### src/sv/dq_pkg.sv
// shared types and constants for the double-ended queue
// operation and status codes, cell commands and controller states; no dependencies
package dq_pkg;

    localparam int DQ_CAPACITY = 64;
    localparam int DQ_DATA_W   = 32;
    localparam int DQ_OCC_W    = 7;

    typedef enum logic [2:0] {
        OP_PUSH_FRONT = 3'd0,
        OP_PUSH_BACK  = 3'd1,
        OP_POP_FRONT  = 3'd2,
        OP_POP_BACK   = 3'd3,
        OP_READ_FWD   = 3'd4,
        OP_READ_BWD   = 3'd5,
        OP_COUNT      = 3'd6
    } op_t;

    typedef enum logic [1:0] {
        STAT_OK    = 2'd0,
        STAT_EMPTY = 2'd1,
        STAT_FULL  = 2'd2
    } status_t;

    typedef enum logic [2:0] {
        CMD_HOLD,
        CMD_PUSH_FRONT,
        CMD_PUSH_BACK,
        CMD_POP_FRONT,
        CMD_POP_BACK,
        CMD_ROT_LEFT,
        CMD_ROT_RIGHT
    } cmd_t;

    typedef enum logic {
        ST_IDLE,
        ST_TRAVERSE
    } state_t;

endpackage

### src/sv/dq_cell.sv
// one storage cell of the deque row: an entry and its valid bit
// depends on dq_pkg for the cell command type
module dq_cell
    import dq_pkg::*;
#(
    parameter int DATA_W = DQ_DATA_W
)
(
    input  logic                     clk,
    input  logic                     rst_n,
    input  cmd_t                     cmd,
    input  logic signed [DATA_W-1:0] value,
    input  logic signed [DATA_W-1:0] prev_data,
    input  logic                     prev_valid,
    input  logic signed [DATA_W-1:0] next_data,
    input  logic                     next_valid,
    input  logic signed [DATA_W-1:0] head_data,
    output logic signed [DATA_W-1:0] data,
    output logic                     valid,
    output logic signed [DATA_W-1:0] tail_tap
);

    logic signed [DATA_W-1:0] data_reg;
    logic signed [DATA_W-1:0] data_next;
    logic                     valid_reg;
    logic                     valid_next;
    logic                     is_tail;

    assign is_tail = valid_reg && !next_valid;

    always_comb
    begin
        data_next  = data_reg;
        valid_next = valid_reg;
        case (cmd)
            CMD_PUSH_FRONT:
            begin
                data_next  = prev_data;
                valid_next = prev_valid;
            end
            CMD_PUSH_BACK:
            begin
                // first free cell takes the new entry
                if (!valid_reg && prev_valid)
                begin
                    data_next  = value;
                    valid_next = 1'b1;
                end
            end
            CMD_POP_FRONT:
            begin
                data_next  = next_data;
                valid_next = next_valid;
            end
            CMD_POP_BACK:
            begin
                if (is_tail)
                    valid_next = 1'b0;
            end
            CMD_ROT_LEFT:
            begin
                // the tail wraps round to take the head entry
                if (valid_reg)
                    data_next = next_valid ? next_data : head_data;
            end
            CMD_ROT_RIGHT:
            begin
                if (valid_reg)
                    data_next = prev_data;
            end
            default:
            begin
                data_next  = data_reg;
                valid_next = valid_reg;
            end
        endcase
    end

    always_ff @(posedge clk or negedge rst_n)
    begin
        if (!rst_n)
            valid_reg <= 1'b0;
        else
            valid_reg <= valid_next;
    end

    always_ff @(posedge clk)
    begin
        data_reg <= data_next;
    end

    assign data     = data_reg;
    assign valid    = valid_reg;
    assign tail_tap = is_tail ? data_reg : '0;

endmodule

### config.mk
export PLATFORM = sky130hd
export DESIGN_NAME = dq_cell
export DESIGN_NICKNAME = d
export VERILOG_FILES = /design/src/sv/dq_pkg.sv /design/src/sv/dq_cell.sv
export SDC_FILE = /design/constraint.sdc
export NUM_CORES = 1
export LEC_CHECK = 0
export BUFFER_PORTS_ARGS = -buffer_cell sky130_fd_sc_hd__buf_2
export CORE_MARGIN = 2
export CORE_UTILIZATION = 41
export DETAILED_ROUTE_END_ITERATION = 7
export PLACE_DENSITY = 0.87
export RECOVER_POWER = 100
export SYNTH_ARGS = -nofsm -noshare
export SYNTH_HDL_FRONTEND = slang
export SYNTH_SLANG_ARGS = --single-unit
### constraint.sdc
create_clock -name clk -period 5.25 [get_ports clk]
set_clock_uncertainty 0.2 [all_clocks]
set_input_delay 0.7875 -clock clk [delete_from_list [all_inputs] [get_ports clk]]
set_output_delay 0.7875 -clock clk [all_outputs]
set_load 0.02 [all_outputs]
==> run_results.csv <==
group,metric,value,unit
outcome,run_status,"finished, violations left",
outcome,violated_checks,"capacitance limit, slew limit",
floorplanning,die_w,84.85,um
place,placement_stage_cell_area,3632,um^2
power,switching_share,33.72,%
power,power_density,243.4,nW/um^2
synth,synth_enable_flop_cells,32,
min_path,worstHoldPathType,"primary input to async pin",
clock_tree,cts_inserted_buffers,5,
floorplanning,die_h,84.85,um
place,placed_cells,541,
global_routing,grt_pass1_wl,14030,um
global_routing,track_usage,24.56,%
power,peakVddDrop,156.5,uV
critical_path,critical_path.reg2reg.endpoint,"data[17]",
clock_tree,cts-resized-gates,0,
sta,layout_worst_path_cycle_share,77.44,%
global_routing,grt_start_max_net_pins,61,
routing,route.met3.wl,596,um
final_layout,areaGrowthSynthToFinish,36.51,%
synth,synth-xor-area-share,0,%
place,gp_congestion,0.8454,
final_layout,stdcell_count,549,
synth,synth.ff_latch_count,33,
clock_tree,clkLatencyLatePin,0.28,ns
flow_run,max_cap_violations,1,
synth,combinational_family_with_the_most_area_after_synthesis,"compound AO/OA/AOI/OAI gates",
synth,synth_seq_area_share,36.79,%
clock_tree,clk_pin_slew,0.06,ns
sta,setup_total_negative_slack,0,ns
routing,route.detailed.vias_per_inst,5.607,
floorplanning,fp.coreArea,6350,um^2
sta,report.final.setup_viol,0,
critical_path,critical_path_peak_fanout,36,
synth,synth_compound_area_share,24.65,%
routing,initialDrtViolationCount,148,
global_routing,first_global_vias,2920,
clock_tree,hold_buffers,0,
sta,timing.final.hold_violations,0,
synth,post_synth_cell_types,31,
synth,synth_top_area_cell,"edfxtp_1",
sta,final.min_clock_period,4.066,ns
critical_path,worst_r2r_path_depth,5,
final_layout,n_antenna_cell,0,
global_routing,global_route.overflow_total,0,
final_layout,drive_gt1_share,34.75,%
synth,postSynthCellCount,291,
place,dp_hpwl,6980,um
routing,total_drc_errors_in_the_routed_layout,0,
synth,synth_area_leaders,"edfxtp_1, nor2b_1, and2_1",
synth,synthArstFlopShare,3.030,%
routing,routed.top_layer,"met4",
synth,synth_mux_area_share,8.637,%
synth,synth_fp_nets,426,
clock_tree,cts_tree,"built",
power,combPwrFrac,34.6,%
floorplanning,initial_utilization,42.21,%
power,pwr-share-clk,26.3,%
sta,fmax,246.0,MHz
routing,met2RoutedLength,4861,um
power,p_leak,1.558,nW
critical_path,r2r_start,"valid",
floorplanning,die_outline_area,7200,um^2
synth,yosys_warns,0,
global_routing,antenna_found_initial,0,
routing,final_antenna_net_count,0,
clock_tree,clock_tree.root_cell,"clkbuf_8",
critical_path,critPathRequiredTime,4.26,ns
critical_path,cp-start-kind,"primary input",
routing,routed-via-count,3078,
routing,per_cell_routed_wire_length,16.88,um
sta,final_max_slew_viol_count,33,
synth,synthAdderAreaFrac,0,%
routing,drtPass1Iterations,5,
synth,yosysMostFrequentCell,"nor2b_1",
synth,syn-cell-area,2680,um^2
place,numPortBuffers,199,
routing,routedLengthMet1,3671,um
sta,worstMarginPinSlew,1.684,ns
sta,slew_headroom,-12.71,%
power,internal_power,0.0005902,W
critical_path,arrival,3.08,ns
sta,rsz0062_at_grt,"false",
critical_path,setup.worst_path.class,"primary input to output pin",
synth,area_share_of_and_or_nand_nor_cells_after_synthesis,22.41,%
floorplanning,boundaryPins,200,
power,seqPwrFrac,39.1,%
clock_tree,cts-root-to-sink-buffers,2,
clock_tree,h-tree-depth,2,
synth,synth.top_cell.area_share,35.85,%
synth,avgSynthCellArea,9.210,um^2
routing,wirelength,9267,um
critical_path,critPathCaptureType,"output pin",
final_layout,largest_register_ff_count,32,
clock_tree,clock_sink_count,33,
synth,yosys_most_used_dff,"edfxtp_1",
synth,ys_top_cells_by_count,"nor2b_1, and2_1, edfxtp_1",
critical_path,regToRegSetupSlack,2.32,ns
final_layout,finalInstanceArea,3659,um^2
power,p_sw,0.0003002,W
clock_tree,post_cts_setup_bufs,0,
floorplanning,core.rowCount,29,
final_layout,final_net_count,606,
## critical path: stages
cell,delay [ns]
buf_2,0.39
nor2_1,1.39
and2_1,0.27
clkbuf_1,0.23
## routing by layer
layer | vias to the layer above | track usage (%)
li1 | 1464 | -
met1 | 1448 | 28.99
met2 | 152 | 45.31
met3 | 14 | 3.891
met4 | 0 | 8.081
met5 | - | 0
## logic make-up (layout without fill, tap and decap cells)
group                  count (synthesis)  count (layout)
buffers and inverters                 34             215
AND/OR/NAND/NOR                      110             110
AO/OA/AOI/OAI                         92              92
multiplexers                          22              22
flip-flops                            33              33
## worst max-delay path by stage
stage          startpoint            to  slack, ns  depth (start not counted)
6_report       next_valid   tail_tap[7]       1.18                          4
4_1_cts        next_valid  tail_tap[21]       1.73                          4
3_5_place_dp   next_valid  tail_tap[21]       1.73                          4
5_1_grt        next_valid  tail_tap[19]       0.89                          4
3_3_place_gp   next_valid   tail_tap[7]       1.82                          4
2_1_floorplan      cmd[2]       data[0]       0.78                          5
## stage by stage
stage                     hold WS [ns]  setup slack, ns  power (W)  utilization [%]
after floorplan                 0.2919           0.7834  0.0005478                -
after global placement          0.3638            1.819  0.0006642            57.20
after detailed placement        0.3654            1.726  0.0006719            57.20
after CTS                      0.06322            1.728  0.0009070            58.88
after global routing           0.05889           0.8937  0.0009339            57.62
final                          0.07121            1.184  0.0008905            57.62
## area by class of cell
type	instances	area, um^2
fill	611	2691
multi-input combinational	224	1506
sequential	33	985.9
timing repair buffer	202	944.7
tap	77	96.34
clock buffer	6	72.57
clock inverter	2	33.78
inverter	5	18.77
## placed cells by master, fill, tap and decap left out, drive strengths merged, types with 12 or more instances in the layout
master and instances:
clkbuf 61, nor2b 33, a21oi 13, nand3 12, edfxtp 32, mux2i 13
o22ai 30, and2 32, buf 147, nor2 22
## power groups by stage
stage               sequential [W]  combinational, W  clock, W
floorplan                 0.000388          0.000160         0
global route              0.000351          0.000333  0.000249
detailed placement        0.000352          0.000320         0
finish                    0.000348          0.000308  0.000234
CTS                       0.000346          0.000321  0.000240
global placement          0.000351          0.000313         0
Note: power is estimated with default switching activity, not from simulation.
